**src/rtl/rsq_pkg.sv**
```systemverilog
// Shared types and constants for the binary32 reciprocal square root core.
// Used by rsq_prep, rsq_cell, rsq_round and the top level.
package rsq_pkg;

  localparam int unsigned QBits = 26;
  localparam int unsigned MBits = 25;
  localparam int unsigned YBits = 51;
  localparam int unsigned RBits = 75;

  localparam logic [31:0] ExpMask  = 32'h7F80_0000;
  localparam logic [31:0] FracMask = 32'h007F_FFFF;
  localparam logic [31:0] QuietBit = 32'h0040_0000;
  localparam logic [31:0] PosInf   = 32'h7F80_0000;
  localparam logic [31:0] NegInf   = 32'hFF80_0000;
  localparam logic [31:0] QNan     = 32'h7FC0_0000;
  localparam logic [31:0] PosZero  = 32'h0000_0000;
  localparam logic [8:0]  ExpBias  = 9'd113;

  typedef struct packed {
    logic                     special;
    logic [31:0]              spec_val;
    logic signed [7:0]        half_exp;
    logic [MBits-1:0]         mant;
    logic [YBits-1:0]         qm;
    logic [RBits-1:0]         rem;
    logic [QBits-1:0]         q;
  } rsq_word_t;

endpackage

```
**src/rtl/rsq_cell.sv**
```systemverilog
// One cell of the root chain: decides one bit of q = floor(2^37/sqrt(M)).
// Depends on rsq_pkg.
module rsq_cell #(
  parameter int unsigned BIT_POS = 25
) (
  input  logic               clk,
  input  logic               rst_n,
  input  logic               up_valid,
  output logic               up_ready,
  input  rsq_pkg::rsq_word_t up_word,
  output logic               dn_valid,
  input  logic               dn_ready,
  output rsq_pkg::rsq_word_t dn_word
);

  logic               v_r, v_nxt;
  rsq_pkg::rsq_word_t w_r, w_nxt;
  logic [77:0]        trial;
  logic               take;

  assign up_ready = !v_r || dn_ready;

  always_comb begin
    trial = ({27'd0, up_word.qm} << (BIT_POS + 1)) + ({53'd0, up_word.mant} << (2 * BIT_POS));
    take  = trial <= {3'd0, up_word.rem};
    w_nxt = up_word;
    if (take) begin
      w_nxt.rem = up_word.rem - trial[rsq_pkg::RBits-1:0];
      w_nxt.qm  = up_word.qm + ({26'd0, up_word.mant} << BIT_POS);
      w_nxt.q   = up_word.q | (rsq_pkg::QBits'(1) << BIT_POS);
    end
  end

  assign v_nxt = up_ready ? up_valid : v_r;

  always_ff @(posedge clk) begin
    if (!rst_n) begin
      v_r <= 1'b0;
    end else begin
      v_r <= v_nxt;
    end
  end

  always_ff @(posedge clk) begin
    if (up_ready && up_valid) begin
      w_r <= w_nxt;
    end
  end

  assign dn_valid = v_r;
  assign dn_word  = w_r;

endmodule

```
**config.mk**
```make
export PLATFORM = sky130hd
export DESIGN_NAME = rsq_cell
export DESIGN_NICKNAME = d
export VERILOG_FILES = /design/src/rtl/rsq_pkg.sv /design/src/rtl/rsq_cell.sv
export SDC_FILE = /design/constraint.sdc
export NUM_CORES = 1
export LEC_CHECK = 0
export ABC_AREA = 1
export ABC_CLOCK_PERIOD_IN_PS = 11950
export BUFFER_PORTS_ARGS = -buffer_cell sky130_fd_sc_hd__buf_2
export CAP_MARGIN = 20
export CORE_MARGIN = 4
export CORE_UTILIZATION = 48
export DETAILED_ROUTE_END_ITERATION = 10
export GPL_TIMING_DRIVEN = 0
export PLACE_DENSITY = 0.78
export REMOVE_ABC_BUFFERS = 1
export SETUP_SLACK_MARGIN = 0.2
export SLEW_MARGIN = 20
export SYNTH_ARGS = -nofsm -noshare
export SYNTH_HDL_FRONTEND = slang
export SYNTH_SLANG_ARGS = --single-unit
export TNS_END_PERCENT = 50
```
**constraint.sdc**
```tcl
create_clock -name clk -period 11.95 [get_ports clk]
set_input_delay 0.5975 -clock clk [delete_from_list [all_inputs] [get_ports clk]]
set_output_delay 0.5975 -clock clk [all_outputs]
set_load 0.02 [all_outputs]
```
==> metrics.md <==
| Metric | Value |
|---|---|
| Clk Latency, worst-skew pair | `0.53 ns` |
| Ports | `442` |
| Die H | `184 um` |
| Fmax | `0.190 GHz` |
| Hold path depth | `1` |
| Flop2flop setup slack | `9.86 ns` |
| Final WL | `49200 um` |
| Number of synthesized flops with an enable pin | `218` |
| Asr flop ratio synth | `0` |
| Gr ovfl total | `0` |
| Core Box Area | `30500 um2` |
| # setup viols final | `0` |
| PD cells | `133 nW/um2` |
| Final period util | `0.440` |
| Final hold viol count | `0` |
| Drt initial violations | `868` |
| Post-route ant nets | `0` |
| Cell area after synthesis | `14800 um2` |
| Pre-CTS setup slack | `6.25 ns` |
| Vias per cell | `5.27` |
| CTS sink cnt | `219` |
| WP data required | `12.16 ns` |
| Drt drc | `0` |
| FF-to-FF path depth | `5` |
| Leak Pwr | `0.00902 uW` |
| CP Max Fanout | `58` |
| IO buf count | `441` |
| Worst EP arrival | `5.47 ns` |
| Initial DRT Pass Iterations | `6` |
| Setup ws final | `6.70 ns` |
| Critical Path Max Stage Delay | `0.37 ns` |
| Most instantiated library cell after synthesis | `nand2_1` |
| Number of global-route vias before repair | `13.3k` |
| Critical R2R Capture | `dn_word[5]` |
| Hold buffers post-CTS | `0` |
| Hold Crit Start | `up_word[2]` |
| Initial antenna violation count | `19` |
| CP max-delay cell | `ha_1` |
| Average size of a mapped cell | `8.56 um2` |
| Wire per inst | `18.8 um` |
| Initial core utilization | `0.486` |
| Max Transition Viols Final | `0` |
| CP Launch Type | `input port` |
| CTS root buf | `clkbuf_16` |
| Design Power | `2460 uW` |
| Synth Instances | `1733` |
| R2r startpoint | `dn_valid` |
| Endpoint, Worst Hold | `dn_word[2]` |
| CTS tree | `built` |
| Post-synth cell types | `39` |
| Synth warnings | `0` |
| Via count | `13.8k` |
| Post-synthesis sequential area ratio | `0.442` |
| IR drop worst, VDD | `0.107 mV` |
| Largest cells by area after synthesis | `edfxtp_1 (44%), ha_1 (12%), nand2_1 (11%), inv_1 (5.7%), a21oi_1 (4.5%)` |
| Status | `finished clean` |
| Most used cell, CP | `nand2_1` |
| Max-Cap Viols | `0` |
| Leading area contributor after synthesis | `edfxtp_1` |
| Hpwl dp | `41100 um` |
| Rows | `64` |
| Yosys top cell area share | `0.441` |
| Top cells by count, synth | `nand2_1 (426), inv_1 (227), edfxtp_1 (218)` |
| Flops & latches, synth | `219` |
| Final worst path period need | `5.25 ns` |
| Total clock buffers created by CTS | `23` |
| GP Congestion | `0.931` |
| H-tree Lvls | `1` |
| CP Class | `in2reg` |
| Clock skew after layout | `0.0183 ns` |
| Clock transition at the registers of the reported paths | `0.06 ns` |
| Nets | `2561` |
| Max clock buf depth | `3` |
| Worst-margin pin slew | `0.909 ns` |
| Post-CTS Repair Setup Buffers | `0` |
| Global-route wire length before repair | `72900 um` |
| Die W | `184 um` |
| Ys flop type | `edfxtp_1` |
| Die ar. | `33800 um2` |
| Worst Setup End Kind | `register` |
| Hold Crit Class | `in2reg` |
| Layout area overhead | `24.5%` |
| Largest net degree at the start of global routing | `59` |
| Layout cells sized above 1 | `0.231` |
| Cts repair resizes | `0` |
| Tot GR Track Use | `0.276` |
| RSZ-0062 raised after global routing | `no` |
| Max-slew headroom | `0.388` |
placed cells by master (no fill, tap or decap), types with 7 or more instances in the layout:
cell type and n:
edfxtp_1 218, a21boi_0 7, ha_1 146, o21bai_1 13
a21o_1 10, xor2_1 64, nand2_1 425, clkinv_2 7
inv_1 227, inv_2 7, nor3_1 12, buf_16 10
clkbuf_16 23, nor4_1 9, o21a_1 9, o21ai_1 7
nand4_1 9, a31oi_1 12, nor2_1 140, buf_2 441
diode_2 13, nand3_1 129, a21oi_1 131, xnor2_1 21
o21ai_0 77
power breakdown:
part	internal (uW)	total (uW)	switching, uW
Clock	375	669	295
Combinational	286	845	559
Sequential	927	944	16.4
metal layers:
layer / GRT usage / vias to the layer above / share of wire / routed length, um
met1: 0.336 / 6489 / 0.39 / 19100
met5: 0 / - / 0.00067 / 33
met2: 0.497 / 470 / 0.51 / 24900
met4: 0.0890 / 6 / 0.027 / 1310
met3: 0.0493 / 73 / 0.078 / 3850
li1: - / 6738 / - / -
worst max-delay path: cells and delay by family:
family / cells / cell delay (ns)
AO/OA/AOI/OAI: 4 / 0.90
XOR/XNOR: 1 / 0.25
adder cells (fa/ha/maj): 2 / 0.73
buffers and inverters: 5 / 0.87
AND/OR/NAND/NOR: 13 / 1.98
logic make-up after synthesis:
family	synth area share
AND/OR/NAND/NOR	0.206
AO/OA/AOI/OAI	0.102
buffers and inverters	0.0715
flip-flops	0.442
adder cells (fa/ha/maj)	0.127
XOR/XNOR	0.0502
flip-flops by register name (all words and copies together), names as in the netlist:
signal and flops:
dn_word 218, dn_valid 1
stage by stage:
stage | hold slack, ns | TNS, ns | utilization | area [um2] | instances
final | 0.254 | 0 | 0.605 | 18500 | 2615
after floorplan | 0.696 | -3.29 | - | 14700 | 1707
after CTS | 0.229 | 0 | 0.604 | 18400 | 2602
after global routing | 0.237 | 0 | 0.605 | 18500 | 2611
after global placement | 0.501 | -820.43 | 0.569 | 17400 | 2544
after detailed placement | 0.551 | 0 | 0.582 | 17800 | 2561
final cells by class:
type                    count  area (um2)
diodes                     13        32.5
clock buffers              28         594
clock inverters            13        92.6
fillers                  2707       12000
inverters                 235         882
multi-input cells        1253        7240
flip-flops and latches    219        6570
well taps                 396         495
repair buffers            458        2570
how the worst max path moves through the flow:
stage	from	endpoint	slack (ns)	cells after the start
global placement	up_valid	dn_word[142]	-3.79	3
CTS	up_word[134]	dn_word[89]	6.80	25
finish	up_word[134]	dn_word[89]	6.70	25
global route	up_word[134]	dn_word[89]	6.28	25
detailed placement	up_word[134]	dn_word[89]	6.25	25
floorplan	up_valid	dn_word[0]	-0.02	2
Power figures use the tool's default switching activity.
