$ cat config.mk
export PLATFORM = sky130hd
export DESIGN_NAME = rsq_round
export DESIGN_NICKNAME = d
export VERILOG_FILES = /design/src/rtl/rsq_pkg.sv /design/src/rtl/rsq_round.sv
export SDC_FILE = /design/constraint.sdc
export NUM_CORES = 1
export LEC_CHECK = 0
export BUFFER_PORTS_ARGS = -buffer_cell sky130_fd_sc_hd__buf_2
export CAP_MARGIN = 20
export CORE_AREA = 2 2 99 101
export CTS_CLUSTER_DIAMETER = 30
export DETAILED_ROUTE_END_ITERATION = 7
export DIE_AREA = 0 0 101 103
export PLACE_DENSITY = 0.73
export SYNTH_ARGS = -nofsm -noshare
export SYNTH_HDL_FRONTEND = slang
export SYNTH_SLANG_ARGS = --single-unit
export TNS_END_PERCENT = 30
$ cat constraint.sdc
create_clock -name clk -period 3.3 [get_ports clk]
set_clock_uncertainty 0.1 [all_clocks]
set_input_delay 0.33 -clock clk [delete_from_list [all_inputs] [get_ports clk]]
set_output_delay 0.33 -clock clk [all_outputs]
set_load 0.02 [all_outputs]
$ cat src/rtl/rsq_pkg.sv
// Shared types and constants for the binary32 reciprocal square root core.
// Used by rsq_prep, rsq_cell, rsq_round and the top level.
package rsq_pkg;

  localparam int unsigned QBits = 26;
  localparam int unsigned MBits = 25;
  localparam int unsigned YBits = 51;
  localparam int unsigned RBits = 75;

  localparam logic [31:0] ExpMask  = 32'h7F80_0000;
  localparam logic [31:0] FracMask = 32'h007F_FFFF;
  localparam logic [31:0] QuietBit = 32'h0040_0000;
  localparam logic [31:0] PosInf   = 32'h7F80_0000;
  localparam logic [31:0] NegInf   = 32'hFF80_0000;
  localparam logic [31:0] QNan     = 32'h7FC0_0000;
  localparam logic [31:0] PosZero  = 32'h0000_0000;
  localparam logic [8:0]  ExpBias  = 9'd113;

  typedef struct packed {
    logic                     special;
    logic [31:0]              spec_val;
    logic signed [7:0]        half_exp;
    logic [MBits-1:0]         mant;
    logic [YBits-1:0]         qm;
    logic [RBits-1:0]         rem;
    logic [QBits-1:0]         q;
  } rsq_word_t;

endpackage

$ cat src/rtl/rsq_round.sv
// Output stage: round q to 24 bits, build the binary32 word, hold it for the sink.
// Depends on rsq_pkg.
module rsq_round (
  input  logic               clk,
  input  logic               rst_n,
  input  logic               up_valid,
  output logic               up_ready,
  input  rsq_pkg::rsq_word_t up_word,
  output logic               dn_valid,
  input  logic               dn_ready,
  output logic [31:0]        dn_bits
);

  logic        v_r, v_nxt;
  logic [31:0] res_r, res_nxt;
  logic        exact;
  logic        wide;
  logic [23:0] sig;
  logic        up;
  logic [24:0] sig_inc;
  logic [8:0]  biased;

  assign up_ready = !v_r || dn_ready;

  always_comb begin
    exact = up_word.rem == '0;
    wide  = up_word.q[25];
    if (wide) begin
      sig = up_word.q[25:2];
      up  = up_word.q[1] && (up_word.q[0] || !exact || sig[0]);
    end else begin
      sig = up_word.q[24:1];
      up  = up_word.q[0] && (!exact || sig[0]);
    end
    biased  = rsq_pkg::ExpBias + (wide ? 9'd2 : 9'd1) - 9'(up_word.half_exp);
    sig_inc = {1'b0, sig} + {24'd0, up};
    if (sig_inc[24]) begin
      biased = biased + 9'd1;
    end
    if (up_word.special) begin
      res_nxt = up_word.spec_val;
    end else begin
      res_nxt = {1'b0, biased[7:0], sig_inc[22:0]};
    end
  end

  assign v_nxt = up_ready ? up_valid : v_r;

  always_ff @(posedge clk) begin
    if (!rst_n) begin
      v_r <= 1'b0;
    end else begin
      v_r <= v_nxt;
    end
  end

  always_ff @(posedge clk) begin
    if (up_ready && up_valid) begin
      res_r <= res_nxt;
    end
  end

  assign dn_valid = v_r;
  assign dn_bits  = res_r;

endmodule

==> flow_summary.ini <==
[outcome]
status = completed

[die]
die_x_um = 101
core_sq_mm = 0.00946
io_pins = 256
rows = 36
die_h_um = 103
initial_core_util_pct = 32.7
die_area_sq_mm = 0.0104

[clock_tree]
path_clk_slew_ns = 0.08
clk_latency_ns = 0.29
cts_setup_buffers = 0
cts_made_buffers = 5
ctsResizeCount = 0
htree_num_levels = 2
clock_sinks = 33
cts_root_buf = clkbuf_8
ctsLongestPathBuffers = 2
cts_tree = built
hold_buffers = 0

[worst_setup_path]
cp.required_ns = 3.25
reg2reg_depth = 3
worstSetupEndpoint = dn_bits[30]
path_class = in -> reg
crit_top_cell = ha_1
setup.worst_path.start = up_word[25]
worstPathArrival_ns = 3.03
reg2reg_slack_ns = 1.93
rr_endpoint = dn_bits[8]
critical_path.endpoint_type = register
start_kind = primary input
path_max_fanout = 4
slowest_delay_ns = 0.46
timing.rr.start = dn_valid
slowest_stage = fa_1
cp_cell_sequence = buf_2 > clkinv_1 > ha_1 > inv_1 > ha_1 > fa_1 > xor2_1 > nor4_1 > nand4_1 > a2111oi_0 > nor3_1

[power_and_ir_drop]
ir_drop_mv = 0.109
leakage_nw = 1.91
power.net_switching_w = 0.000395
internal_power_w = 0.000927
seqPwrFrac_pct = 38.5
p_total_w = 0.00132
p_clk_share_pct = 31.0
p_per_area_mw_per_mm2 = 312
p_comb_share_pct = 30.5
switching_share_pct = 29.9

[cells_and_area]
fin_cells = 642
area_growth_pct = 37.2
num-fill-cells = 929
antennaDiodeCount = 0
layout.nets = 760
regArea_sq_um = 981
multiInputGateArea_sq_mm = 0.00196
drive_gt1_share_pct = 42.0

[timing]
rsz0062_at_grt = false
setup_tns_ns = 0
drv_slew = 0
finalSetupViolations = 0
post-route-period-util_pct = 93.3
tightestPinTransition_ns = 0.671
fmax_mhz = 325
period_needed_ns = 3.08
slew-limit-headroom_pct = 55.2
finalHoldViolations = 0

[yosys]
seq_area_frac_synth_pct = 31.7
syn_area_sq_mm = 0.00309
yosys.area.top_type_share_pct = 31.1
synth.area.top_cells = edfxtp_1 (31%), mux2i_1 (5.8%), nand2_1 (5.5%)
syn_nets = 581
synth_warnings = 0
synth_area_leader_cell = edfxtp_1
ys.flop_type = edfxtp_1
ys_ff_latch = 33
async_reset_ff_share_pct = 0
syn_area_per_cell_sq_um = 8.89
yosys.cell_types.count = 63
synth_edf_count = 32
syn_inst = 348

[placed_design]
hpwlAfterDp_um = 7540
io_buffers = 179
dp_cells = 634
globalplace.congestion = 0.829

[routing]
drc = 0
drt_wl_total_um = 9430
ant_nets = 0
wl_per_cell_um = 14.7
num_vias = 3382
drt_first_pass_iters = 4
drt_iter0_drc = 144
viasPerCell = 5.27

[hold_path]
min_path_type = in -> reg
hp-start = up_valid

[global_routing]
grt_pass1_vias = 3156
grt_first_pass_wirelength_um = 14400
gr-usage-all-layers_pct = 17.4
grt_max_degree = 50
grt-ovfl-total = 0
grt_antenna_before_repair = 1

[flow_run]
drv_cap = 0
==> Yosys cell counts (3+ instances only) <==
cell	instances
o21ai_0	20
clkbuf_1	10
nor4_1	22
nor2_1	19
nand3b_1	3
or3_1	3
mux2i_1	18
edfxtp_1	32
nand2_1	45
and2_1	7
nor3_1	10
and3_1	9
ha_1	10
inv_1	9
mux2_2	11
a31oi_1	4
o21a_1	3
nand3_1	15
buf_2	7
nand4_1	14
o211ai_1	3
xor2_1	15
xnor2_1	12
==> metal layers <==
layer	share of wire [%]	wire (um)	track usage (%)	vias to the layer above
met5	0	0	0	-
met4	2.3	215	7.17	0
met3	7.7	726	3.93	17
met2	50	4710	31.3	143
met1	40	3770	20.0	1545
li1	-	-	-	1677
==> final cells by class <==
cell class	count	share of cell area [%]
multi-input cells	284	46.3
repair buffers	193	23.6
flip-flops and latches	33	23.1
well taps	114	3.36
clock buffers	7	2.03
inverters	10	0.885
clock inverters	1	0.708
==> cell usage in the layout, fill, tap and decap left out, types with 11 or more instances in the layout <==
cell        n
edfxtp_1   32
nand3_1    15
buf_4      14
o21ai_0    20
nand2_1    45
mux2i_1    18
nor2_1     19
nor4_1     22
xor2_1     15
nand4_1    14
mux2_2     11
buf_2     179
xnor2_1    12
==> state kept, by name, summed over array words and instances, names as in the netlist <==
signal	cells
dn_bits	32
dn_valid	1
==> critical path: cells and delay by family <==
| kind | cells | cell delay (ns) |
|---|---|---|
| fa+ha+maj | 3 | 1.02 |
| simple gates | 3 | 0.75 |
| compound gates | 1 | 0.43 |
| buf+inv | 3 | 0.30 |
| xor+xnor | 1 | 0.19 |
==> worst min path at each step <==
stage               end  slack, ns  depth (start not counted)
6_report       dn_valid       0.18                          3
2_1_floorplan  dn_valid       0.37                          2
3_5_place_dp   dn_valid       0.43                          2
3_3_place_gp   dn_valid       0.40                          2
4_1_cts        dn_valid       0.18                          3
5_1_grt        dn_valid       0.18                          2
==> power by group through the flow <==
| stage | combinational, W | clock [W] | sequential [W] |
|---|---|---|---|
| after floorplan | 0.000185 | 0 | 0.000563 |
| after global placement | 0.000392 | 0 | 0.000518 |
| after detailed placement | 0.000402 | 0 | 0.000519 |
| after CTS | 0.000404 | 0.000418 | 0.000510 |
| after global routing | 0.000445 | 0.000437 | 0.000512 |
| final | 0.000403 | 0.000410 | 0.000510 |
==> metrics by stage <==
| step | worst slack [ns] | hold slack [ns] | util [%] | cell area (sq um) |
|---|---|---|---|---|
| after floorplan | -0.0192 | 0.369 | - | 3100 |
| after global placement | 0.0212 | 0.398 | 43.6 | 4130 |
| after detailed placement | -0.0800 | 0.425 | 43.6 | 4130 |
| after CTS | 0.226 | 0.177 | 44.9 | 4240 |
| after global routing | 0.0221 | 0.178 | 44.9 | 4240 |
| final | 0.220 | 0.184 | 44.9 | 4240 |
==> kinds of logic after synthesis <==
kind of cell | share of synthesized area (%)
DFF | 31.7
and+or+nand+nor | 29.0
adders and majority gates | 4.69
buffers and inverters | 4.77
muxes | 9.83
AOI/OAI and AO/OA | 12.4
xor gates and xnor gates | 7.65
Note: power is estimated with default switching activity, not from simulation.
