**src/rtl/rsq_pkg.sv**
```systemverilog
// Shared types and constants for the binary32 reciprocal square root core.
// Used by rsq_prep, rsq_cell, rsq_round and the top level.
package rsq_pkg;

  localparam int unsigned QBits = 26;
  localparam int unsigned MBits = 25;
  localparam int unsigned YBits = 51;
  localparam int unsigned RBits = 75;

  localparam logic [31:0] ExpMask  = 32'h7F80_0000;
  localparam logic [31:0] FracMask = 32'h007F_FFFF;
  localparam logic [31:0] QuietBit = 32'h0040_0000;
  localparam logic [31:0] PosInf   = 32'h7F80_0000;
  localparam logic [31:0] NegInf   = 32'hFF80_0000;
  localparam logic [31:0] QNan     = 32'h7FC0_0000;
  localparam logic [31:0] PosZero  = 32'h0000_0000;
  localparam logic [8:0]  ExpBias  = 9'd113;

  typedef struct packed {
    logic                     special;
    logic [31:0]              spec_val;
    logic signed [7:0]        half_exp;
    logic [MBits-1:0]         mant;
    logic [YBits-1:0]         qm;
    logic [RBits-1:0]         rem;
    logic [QBits-1:0]         q;
  } rsq_word_t;

endpackage

```
**src/rtl/rsq_prep.sv**
```systemverilog
// Input stage: decode special values and normalize the operand.
// Depends on rsq_pkg.
module rsq_prep (
  input  logic               clk,
  input  logic               rst_n,
  input  logic               up_valid,
  output logic               up_ready,
  input  logic [31:0]        operand,
  output logic               dn_valid,
  input  logic               dn_ready,
  output rsq_pkg::rsq_word_t dn_word
);

  logic               v_r, v_nxt;
  rsq_pkg::rsq_word_t w_r, w_nxt;
  logic [7:0]         ef;
  logic [23:0]        frac24;
  logic [4:0]         lz;
  logic [23:0]        mant24;
  logic signed [9:0]  e;
  logic [24:0]        m25;
  logic signed [9:0]  e_even;

  assign up_ready = !v_r || dn_ready;
  assign ef       = operand[30:23];
  assign frac24   = {1'b0, operand[22:0]};

  always_comb begin
    lz = 5'd0;
    for (int i = 0; i < 24; i++) begin
      if (frac24[i]) begin
        lz = 5'(23 - i);
      end
    end
  end

  always_comb begin
    if (ef != 8'd0) begin
      mant24 = {1'b1, operand[22:0]};
      e      = $signed({2'b00, ef}) - 10'sd150;
    end else begin
      mant24 = frac24 << lz;
      e      = -10'sd149 - $signed({5'd0, lz});
    end
    if (e[0]) begin
      m25    = {mant24, 1'b0};
      e_even = e - 10'sd1;
    end else begin
      m25    = {1'b0, mant24};
      e_even = e;
    end
  end

  always_comb begin
    w_nxt          = w_r;
    w_nxt.special  = (operand >= rsq_pkg::ExpMask) || (operand == 32'd0);
    w_nxt.half_exp = 8'(e_even >>> 1);
    w_nxt.mant     = w_nxt.special ? 25'h080_0000 : m25;
    w_nxt.qm       = '0;
    w_nxt.rem      = {1'b1, 74'd0};
    w_nxt.q        = '0;
    if ((operand & 32'h7FFF_FFFF) == 32'd0) begin
      w_nxt.spec_val = (operand == 32'd0) ? rsq_pkg::PosInf : rsq_pkg::NegInf;
    end else if ((operand & rsq_pkg::ExpMask) == rsq_pkg::ExpMask &&
                 (operand & rsq_pkg::FracMask) != 32'd0) begin
      w_nxt.spec_val = operand | rsq_pkg::QuietBit;
    end else if (operand == rsq_pkg::PosInf) begin
      w_nxt.spec_val = rsq_pkg::PosZero;
    end else begin
      w_nxt.spec_val = rsq_pkg::QNan;
    end
  end

  assign v_nxt = up_ready ? up_valid : v_r;

  always_ff @(posedge clk) begin
    if (!rst_n) begin
      v_r <= 1'b0;
    end else begin
      v_r <= v_nxt;
    end
  end

  always_ff @(posedge clk) begin
    if (up_ready && up_valid) begin
      w_r <= w_nxt;
    end
  end

  assign dn_valid = v_r;
  assign dn_word  = w_r;

endmodule

```
**config.mk**
```make
export PLATFORM = sky130hd
export DESIGN_NAME = rsq_prep
export DESIGN_NICKNAME = d
export VERILOG_FILES = /design/src/rtl/rsq_pkg.sv /design/src/rtl/rsq_prep.sv
export SDC_FILE = /design/constraint.sdc
export NUM_CORES = 1
export LEC_CHECK = 0
export BUFFER_PORTS_ARGS = -buffer_cell sky130_fd_sc_hd__buf_2
export CAP_MARGIN = 20
export CORE_ASPECT_RATIO = 0.5
export CORE_MARGIN = 1.5
export CORE_UTILIZATION = 40
export CTS_CLUSTER_DIAMETER = 100
export CTS_CLUSTER_SIZE = 30
export DETAILED_ROUTE_END_ITERATION = 7
export HOLD_SLACK_MARGIN = 0.05
export PLACE_DENSITY = 0.75
export SLEW_MARGIN = 20
export SYNTH_ARGS = -nofsm -noshare
export SYNTH_HDL_FRONTEND = slang
export SYNTH_SLANG_ARGS = --single-unit
```
**constraint.sdc**
```tcl
create_clock -name clk -period 2.3 [get_ports clk]
set_clock_uncertainty 0.05 [all_clocks]
set_input_delay 0 -clock clk [delete_from_list [all_inputs] [get_ports clk]]
set_output_delay 0 -clock clk [all_outputs]
set_load 0.05 [all_outputs]
```
==> impl_results.rst, run 1 <==
.. list-table::
   :header-rows: 1

   * - Metric
     - Value
   * - Vias per cell
     - 5.24
   * - Post-Syn Area
     - 5830 um2
   * - Capturing instance or port of the critical path
     - dn_word[167]$_SDFFCE_PP0P_
   * - Number of warnings issued by yosys
     - 0
   * - DRC violation count after routing
     - 0
   * - Instance area at placement
     - 7190 um2
   * - IO Pins
     - 256
   * - Tightest Pin Transition
     - 1.17 ns
   * - Hold/Removal Path Class
     - input port to flip-flop
   * - Crit path required time
     - 2.34 ns
   * - GR met3 Demand/Resource
     - 7.69%
   * - Number of violations reported at the end of detailed-routing iteration 0
     - 589
   * - Clock sink count
     - 67
   * - Gate count of the mapped netlist
     - 626
   * - Endpoint arrival time on the critical path
     - 2.44 ns
   * - Average size of a mapped cell
     - 9.32 um2
   * - Number of detailed-route iterations in the first pass
     - 5
   * - Worst R2R End
     - dn_word[198]$_SDFFCE_PP0P_
   * - Crit path time final
     - 2.40 ns
   * - Worst Path Max Fanout
     - 5
   * - Reg-to-reg startpoint
     - dn_valid$_SDFFE_PN0N_
   * - Run status
     - finished, violations left
   * - RSZ-0062 raised after global routing
     - yes
   * - Number of H-tree levels
     - 3
   * - Cell with the most instances after synthesis
     - sky130_fd_sc_hd__buf_4
   * - Commonest cells post-synth
     - sky130_fd_sc_hd__buf_4, sky130_fd_sc_hd__edfxtp_1, sky130_fd_sc_hd__nand2_1
   * - Violations in the final reports
     - setup timing
   * - Post-layout power
     - 4.82 mW
   * - Peak supply drop
     - 313 uV
   * - Starting density of the core
     - 42.0%
   * - Final core utilization
     - 60.7%
   * - Leakage Power
     - 3.83 nW
   * - Final Worst Setup Slack
     - -0.0986 ns
   * - Placed insts
     - 1,050
   * - Number of standard-cell rows in the floorplan
     - 30
   * - Reg2reg path depth
     - 3
   * - Clock tree from TritonCTS
     - yes
   * - Placer congestion estimate
     - 0.954
   * - Top achievable clock speed
     - 417 MHz
   * - Area grow syn2layout
     - 44.5%
   * - Vias after detailed routing
     - 5,768
   * - Final standard cell count with taps included and fillers excluded
     - 1,101
   * - GRT met1 Usage
     - 34.6%
   * - Initial antenna violation count
     - 0
   * - Slew headroom
     - 21.9%
   * - Aggregate global routing overflow
     - 0
   * - Chip height
     - 88.4 um
   * - Overall routed net length
     - 20,700 um
   * - Routing usage on met2
     - 37.3%
   * - Internal reg-to-reg setup slack
     - 0.82 ns
   * - Number of fill cells
     - 1,145
   * - Overall die width
     - 174 um
   * - Proportion of netlist area held by the largest area contributor
     - 34.0%
   * - ANT nets after route
     - 0
   * - Placeable Area
     - 13,900 um2
   * - Fraction of final layout cells with drive strength greater than 1
     - 43.9%
   * - Final Net Count
     - 943
   * - Maxcap violations
     - 0
   * - Final worst path period share
     - 104%
   * - Synthesis-stage register bit count
     - 67
   * - Distinct cell type count after synthesis
     - 71
   * - Worst setup path startpoint
     - operand[7]
   * - Maximum root-to-sink buffer count
     - 2
   * - Number of port buffers
     - 103
   * - Root Driver
     - sky130_fd_sc_hd__clkbuf_16
   * - Ys flop type
     - sky130_fd_sc_hd__edfxtp_1
   * - Wire length of the first global-routing pass
     - 28,800 um
   * - PD cells
     - 572 nW/um2
   * - Number of synthesized flops with an enable pin
     - 66
   * - Final number of hold-violating endpoints
     - 0
   * - Element type at the critical path end
     - flip-flop
   * - Share of the yosys chip area belonging to registers
     - 34.3%
   * - Sort of element at the start of the critical path
     - input port
   * - Clock network latency to the later pin of the worst-skew pair
     - 0.34 ns
   * - DIE AREA
     - 15,400 um2
   * - Via count of the first global-routing pass
     - 5,058
   * - Max-slew violation count
     - 0
   * - Detailed Place HPWL
     - 15,200 um
   * - Maximum number of pins on one net before global-route repair
     - 41
   * - Antenna diode count
     - 0
   * - Wire length per cell after detailed routing
     - 18.8 um
   * - Setup Crit Path Kind
     - input port to flip-flop
   * - Leading cell types by total area after synthesis
     - sky130_fd_sc_hd__edfxtp_1, sky130_fd_sc_hd__buf_4, sky130_fd_sc_hd__mux2i_1
   * - Inserted Clock Buffers
     - 9
   * - Layer with the highest usage after global routing
     - met2
   * - Number of setup violations in the final report
     - 8
   * - GRT Overall Usage
     - 24.9%
   * - Most area-hungry cell type in the Yosys netlist
     - sky130_fd_sc_hd__edfxtp_1
   * - Clock slew seen by the registers of the worst setup and hold paths
     - 0.06 ns
   * - Finished layout cell area
     - 8420 um2
   * - Fraction of registers with async set or reset after synthesis
     - 0%
## layout make-up
class	instances	area (um2)	share of cell area, %
Sequential cell	67	2000	23.8
Tap cell	192	240	2.85
Inverter	13	48.8	0.579
Timing Repair Buffer	307	2290	27.2
Clock inverter	7	75.1	0.891
Clock buffer	9	225	2.67
Multi-Input combinational cell	506	3540	42.1
## routing by layer
layer,vias to the layer above,part of all wire (%)
li1,2554,-
met1,2751,42
met2,421,43
met3,42,13
met4,0,1.9
met5,-,0
## critical path: stages
cell                       delay (ns)
sky130_fd_sc_hd__buf_4           0.13
sky130_fd_sc_hd__buf_12          0.12
sky130_fd_sc_hd__nor3_4          0.17
sky130_fd_sc_hd__o21ai_2         0.08
sky130_fd_sc_hd__o211a_1         0.18
sky130_fd_sc_hd__buf_6           0.15
sky130_fd_sc_hd__o211ai_1        0.30
sky130_fd_sc_hd__a21oi_1         0.16
sky130_fd_sc_hd__a211o_1         0.38
sky130_fd_sc_hd__mux2_4          0.32
sky130_fd_sc_hd__o211a_1         0.21
sky130_fd_sc_hd__a211o_1         0.22
## kinds of logic after synthesis
logic type | Yosys count | synth area share (%)
AO/OA/AOI/OAI | 145 | 19.4
XOR/XNOR | 6 | 0.901
adder cells (fa/ha/maj) | 3 | 0.644
buffers and inverters | 203 | 23.5
flip-flops | 67 | 34.3
multiplexers | 39 | 6.84
other | 2 | 0.129
AND/OR/NAND/NOR | 161 | 14.2
## state kept, by name, indices dropped and copies added (netlist names)
| name | count |
|---|---|
| dn_word | 66 |
| dn_valid | 1 |
## repair_timing
| action | in CTS | in global routing |
|---|---|---|
| hold endpoints to repair | 24 | 0 |
| resized for setup | 33 | 106 |
| pin swaps | 12 | 35 |
| hold buffers | 18 | 0 |
| setup buffers | 11 | 8 |
| gates cloned | 0 | 1 |
| setup endpoints to repair | 18 | 21 |
## placed cells by master (no fill, tap or decap), types with 8 or more instances in the layout
cell	instances
sky130_fd_sc_hd__nand3b_1	8
sky130_fd_sc_hd__o21ai_0	8
sky130_fd_sc_hd__mux2i_4	8
sky130_fd_sc_hd__clkbuf_16	10
sky130_fd_sc_hd__dlygate4sd3_1	18
sky130_fd_sc_hd__buf_6	18
sky130_fd_sc_hd__o22ai_1	11
sky130_fd_sc_hd__o211ai_1	16
sky130_fd_sc_hd__and2_1	21
sky130_fd_sc_hd__buf_4	167
sky130_fd_sc_hd__nand3_1	8
sky130_fd_sc_hd__nor3_1	9
sky130_fd_sc_hd__buf_2	92
sky130_fd_sc_hd__a21oi_1	11
sky130_fd_sc_hd__inv_1	10
sky130_fd_sc_hd__mux2i_1	17
sky130_fd_sc_hd__conb_1	152
sky130_fd_sc_hd__nor2_1	32
sky130_fd_sc_hd__nand2_1	34
sky130_fd_sc_hd__edfxtp_1	66
## worst min-delay path by stage
stage,startpoint,end,slack [ns],cells after the start
6_report,operand[0],dn_word[185]$_SDFFCE_PP0P_,0.06,3
5_1_grt,operand[0],dn_word[185]$_SDFFCE_PP0P_,0.07,3
4_1_cts,operand[0],dn_word[185]$_SDFFCE_PP0P_,0.05,3
3_5_place_dp,rst_n,dn_valid$_SDFFE_PN0N_,0.22,2
3_3_place_gp,rst_n,dn_valid$_SDFFE_PN0N_,0.21,2
2_1_floorplan,up_valid,dn_valid$_SDFFE_PN0N_,0.09,2
## report_power, final
group	switching [mW]	internal (mW)
combinational	1.39	0.584
clock	0.554	0.846
sequential	0.0181	1.42
total	1.97	2.85
## metrics by stage
stage | setup WS (ns) | TNS (ns) | hold WS [ns]
6_report | -0.0986 | -0.216 | 0.0603
3_3_place_gp | -0.550 | -9.24 | 0.210
5_1_grt | -0.148 | -1.06 | 0.0749
4_1_cts | -0.00322 | -0.00322 | 0.0535
2_1_floorplan | -0.0844 | -0.187 | 0.0888
3_5_place_dp | -0.573 | -8.82 | 0.221
No activity file was read; power rests on OpenSTA's default activity.
==> inputs of run 2 (changes only) <==
Settings changed: PLACE_DENSITY 0.75 to 0.72.
Clock period 2.3 ns to 2.25 ns, I/O delays scaled along.
==> run 2 against run 1 <==
The flow still finishes with violations (setup timing). Register-to-register slack better by 0.12 ns. Clock power grew 12%. Worst hold slack improved by 0.0063 ns. Utilization is 0.50 points lower. Setup slack about the same. Power increased by 4.8%. Wire length increased by 0.18%. First-iteration DRC count shrank 0.68%. Critical path type unchanged. Critical endpoint unchanged. Highest routed layer unchanged.
==> impl_results.rst, run 2 (synthesis gave the netlist of run 1 again) <==
.. list-table::
   :header-rows: 1

   * - Metric
     - Value
   * - Crit path required time
     - 2.30 ns
   * - Kind of cell adding the most delay to the critical path
     - compound AO/OA/AOI/OAI gates
   * - Final hold slack
     - 0.0667 ns
   * - Tightest Pin Transition
     - 1.03 ns
   * - Reg-to-reg startpoint
     - dn_valid$_SDFFE_PN0N_
   * - Clock network latency to the later pin of the worst-skew pair
     - 0.33 ns
   * - Wire length per cell after detailed routing
     - 19.0 um
   * - Peak supply drop
     - 362 uV
   * - Worst Path Max Fanout
     - 8
   * - DRC violation count after routing
     - 0
   * - Critical Path Most Common Cell
     - sky130_fd_sc_hd__buf_6
   * - DIE AREA
     - 15,400 um2
   * - Maxcap violations
     - 0
   * - Wire length of the first global-routing pass
     - 29,200 um
   * - Number of H-tree levels
     - 3
   * - Maximum number of pins on one net before global-route repair
     - 67
   * - Flip-flop count of the largest register after layout
     - 66
   * - Clock tree from TritonCTS
     - yes
   * - Final number of hold-violating endpoints
     - 0
   * - Routed met3 length
     - 2490 um
   * - Leading cell type in the layout, fill and taps excluded
     - sky130_fd_sc_hd__buf_4
   * - Final core utilization
     - 60.2%
   * - Inserted Clock Buffers
     - 9
   * - Chip height
     - 88.4 um
   * - Hold/Removal Path Class
     - input port to flip-flop
   * - PD cells
     - 604 nW/um2
   * - Number of detailed-route iterations in the first pass
     - 5
   * - Highest Signal Layer
     - met4
   * - Final worst path period share
     - 104%
   * - Cell at the slowest stage of the critical path
     - sky130_fd_sc_hd__o311ai_4
   * - Placeable Area
     - 13,900 um2
   * - Cells on Worst Hold Path
     - 3
   * - Final Worst Setup Slack
     - -0.0983 ns
   * - Antenna diode count
     - 0
   * - Number of port buffers
     - 103
   * - Violations in the final reports
     - setup timing
   * - Crit path buf inv count
     - 4
   * - Ordered cell list for the critical path
     - buf_6, nor2b_4, o311ai_4, nand2_2, a21oi_4, buf_12, buf_6, mux2i_1, buf_4, mux2i_4, mux2_4, o211a_1, a211o_1
   * - Overall die width
     - 174 um
   * - Slew headroom
     - 31.2%
   * - Hold Crit Endpoint
     - dn_word[183]$_DFFE_PP_
   * - Number of setup violations in the final report
     - 9
   * - Number of violations reported at the end of detailed-routing iteration 0
     - 585
   * - Reg2reg path depth
     - 3
   * - Clock sink count
     - 67
   * - Internal reg-to-reg setup slack
     - 0.94 ns
   * - Placer congestion estimate
     - 0.923
   * - ANT nets after route
     - 0
   * - Max-slew violation count
     - 0
   * - Detailed Place HPWL
     - 15,600 um
   * - Finished layout cell area
     - 8360 um2
   * - Sort of element at the start of the critical path
     - input port
   * - Slowest stage delay, CP
     - 0.29 ns
   * - Area grow syn2layout
     - 43.3%
   * - Vias after detailed routing
     - 5,603
   * - Root Driver
     - sky130_fd_sc_hd__clkbuf_16
   * - Leakage Power
     - 3.77 nW
   * - Final Net Count
     - 936
   * - Aggregate global routing overflow
     - 0
   * - RSZ-0062 raised after global routing
     - yes
   * - Top achievable clock speed
     - 426 MHz
   * - Setup Crit Path Kind
     - input port to flip-flop
   * - GRT Overall Usage
     - 25.5%
   * - Commonest non-fill, non-tap cells in the layout
     - sky130_fd_sc_hd__buf_4, sky130_fd_sc_hd__conb_1, sky130_fd_sc_hd__buf_2, sky130_fd_sc_hd__edfxtp_1, sky130_fd_sc_hd__nand2_1
   * - Critical hold path startpoint
     - operand[30]
   * - Crit path time final
     - 2.35 ns
   * - Clock slew seen by the registers of the worst setup and hold paths
     - 0.06 ns
   * - Instance area at placement
     - 7050 um2
   * - Maximum root-to-sink buffer count
     - 2
   * - Sum of met2 wire segment lengths after detailed routing
     - 8930 um
   * - Via count of the first global-routing pass
     - 4,908
   * - Run status
     - finished, violations left
   * - Number of standard-cell rows in the floorplan
     - 30
   * - Worst R2R End
     - dn_word[204]$_SDFFCE_PP0P_
   * - Element type at the critical path end
     - flip-flop
   * - Starting density of the core
     - 42.0%
   * - Initial antenna violation count
     - 0
   * - IO Pins
     - 256
   * - Fraction of final layout cells with drive strength greater than 1
     - 43.8%
   * - Sum of routed wire segments on met1
     - 9020 um
   * - Vias per cell
     - 5.12
   * - Overall routed net length
     - 20,800 um
   * - Endpoint arrival time on the critical path
     - 2.39 ns
## run 2: what timing repair did
action,4_1_cts,5_1_grt
endpoints found under the hold margin,23,0
buffers inserted,6,23
hold buffers,17,0
pin swaps,10,36
cloned,0,1
endpoints found under the setup margin,19,20
gates resized for setup,28,100
## run 2: worst register-to-register path: stages, from the launching register on
cell and delay, ns:
sky130_fd_sc_hd__dfxtp_1 0.30, sky130_fd_sc_hd__nand2b_1 0.10, sky130_fd_sc_hd__and2_4 0.17, sky130_fd_sc_hd__buf_12 0.32
## run 2: through the flow
step	setup TNS (ns)	worst slack [ns]	cells	power [mW]
CTS	-0.282	-0.0835	1070	4.85
global route	-1.26	-0.141	1094	5.20
finish	-0.361	-0.0983	1094	5.05
global placement	-9.08	-0.559	1033	3.22
detailed placement	-9.08	-0.546	1033	3.22
floorplan	-0.626	-0.134	776	2.93
## run 2: worst max path at each step
stage                      startpoint  slack [ns]                          to  cells past startpoint
after floorplan           operand[14]       -0.13  dn_word[164]$_SDFFCE_PP0P_                     10
after global placement    operand[14]       -0.56  dn_word[160]$_SDFFCE_PP0P_                     13
after detailed placement   operand[9]       -0.55  dn_word[166]$_SDFFCE_PP0P_                     10
after CTS                 operand[14]       -0.08  dn_word[164]$_SDFFCE_PP0P_                     10
after global routing       operand[5]       -0.14  dn_word[170]$_SDFFCE_PP0P_                     12
final                     operand[14]        -0.1  dn_word[167]$_SDFFCE_PP0P_                     13
## run 2: layer usage
layer	up-vias	global-route usage, %
li1	2543	-
met1	2665	35.3
met2	373	38.3
met3	22	8.59
met4	0	6.58
met5	-	0
## run 2: report_power, final
| group | internal (mW) | total (mW) | leakage, nW | switching [mW] |
|---|---|---|---|---|
| sequential | 1.45 | 1.47 | 0.640 | 0.0181 |
| clock | 0.978 | 1.57 | 0.156 | 0.593 |
| combinational | 0.591 | 2.01 | 2.98 | 1.42 |
## run 2: layout make-up
| type | instances | area [um2] |
|---|---|---|
| inverter | 13 | 51.3 |
| timing repair buffer | 300 | 2220 |
| multi-input combinational | 506 | 3520 |
| tap | 192 | 240 |
| clock inverter | 7 | 98.8 |
| sequential | 67 | 2000 |
| clock buffer | 9 | 225 |
| fill | 1189 | 5530 |
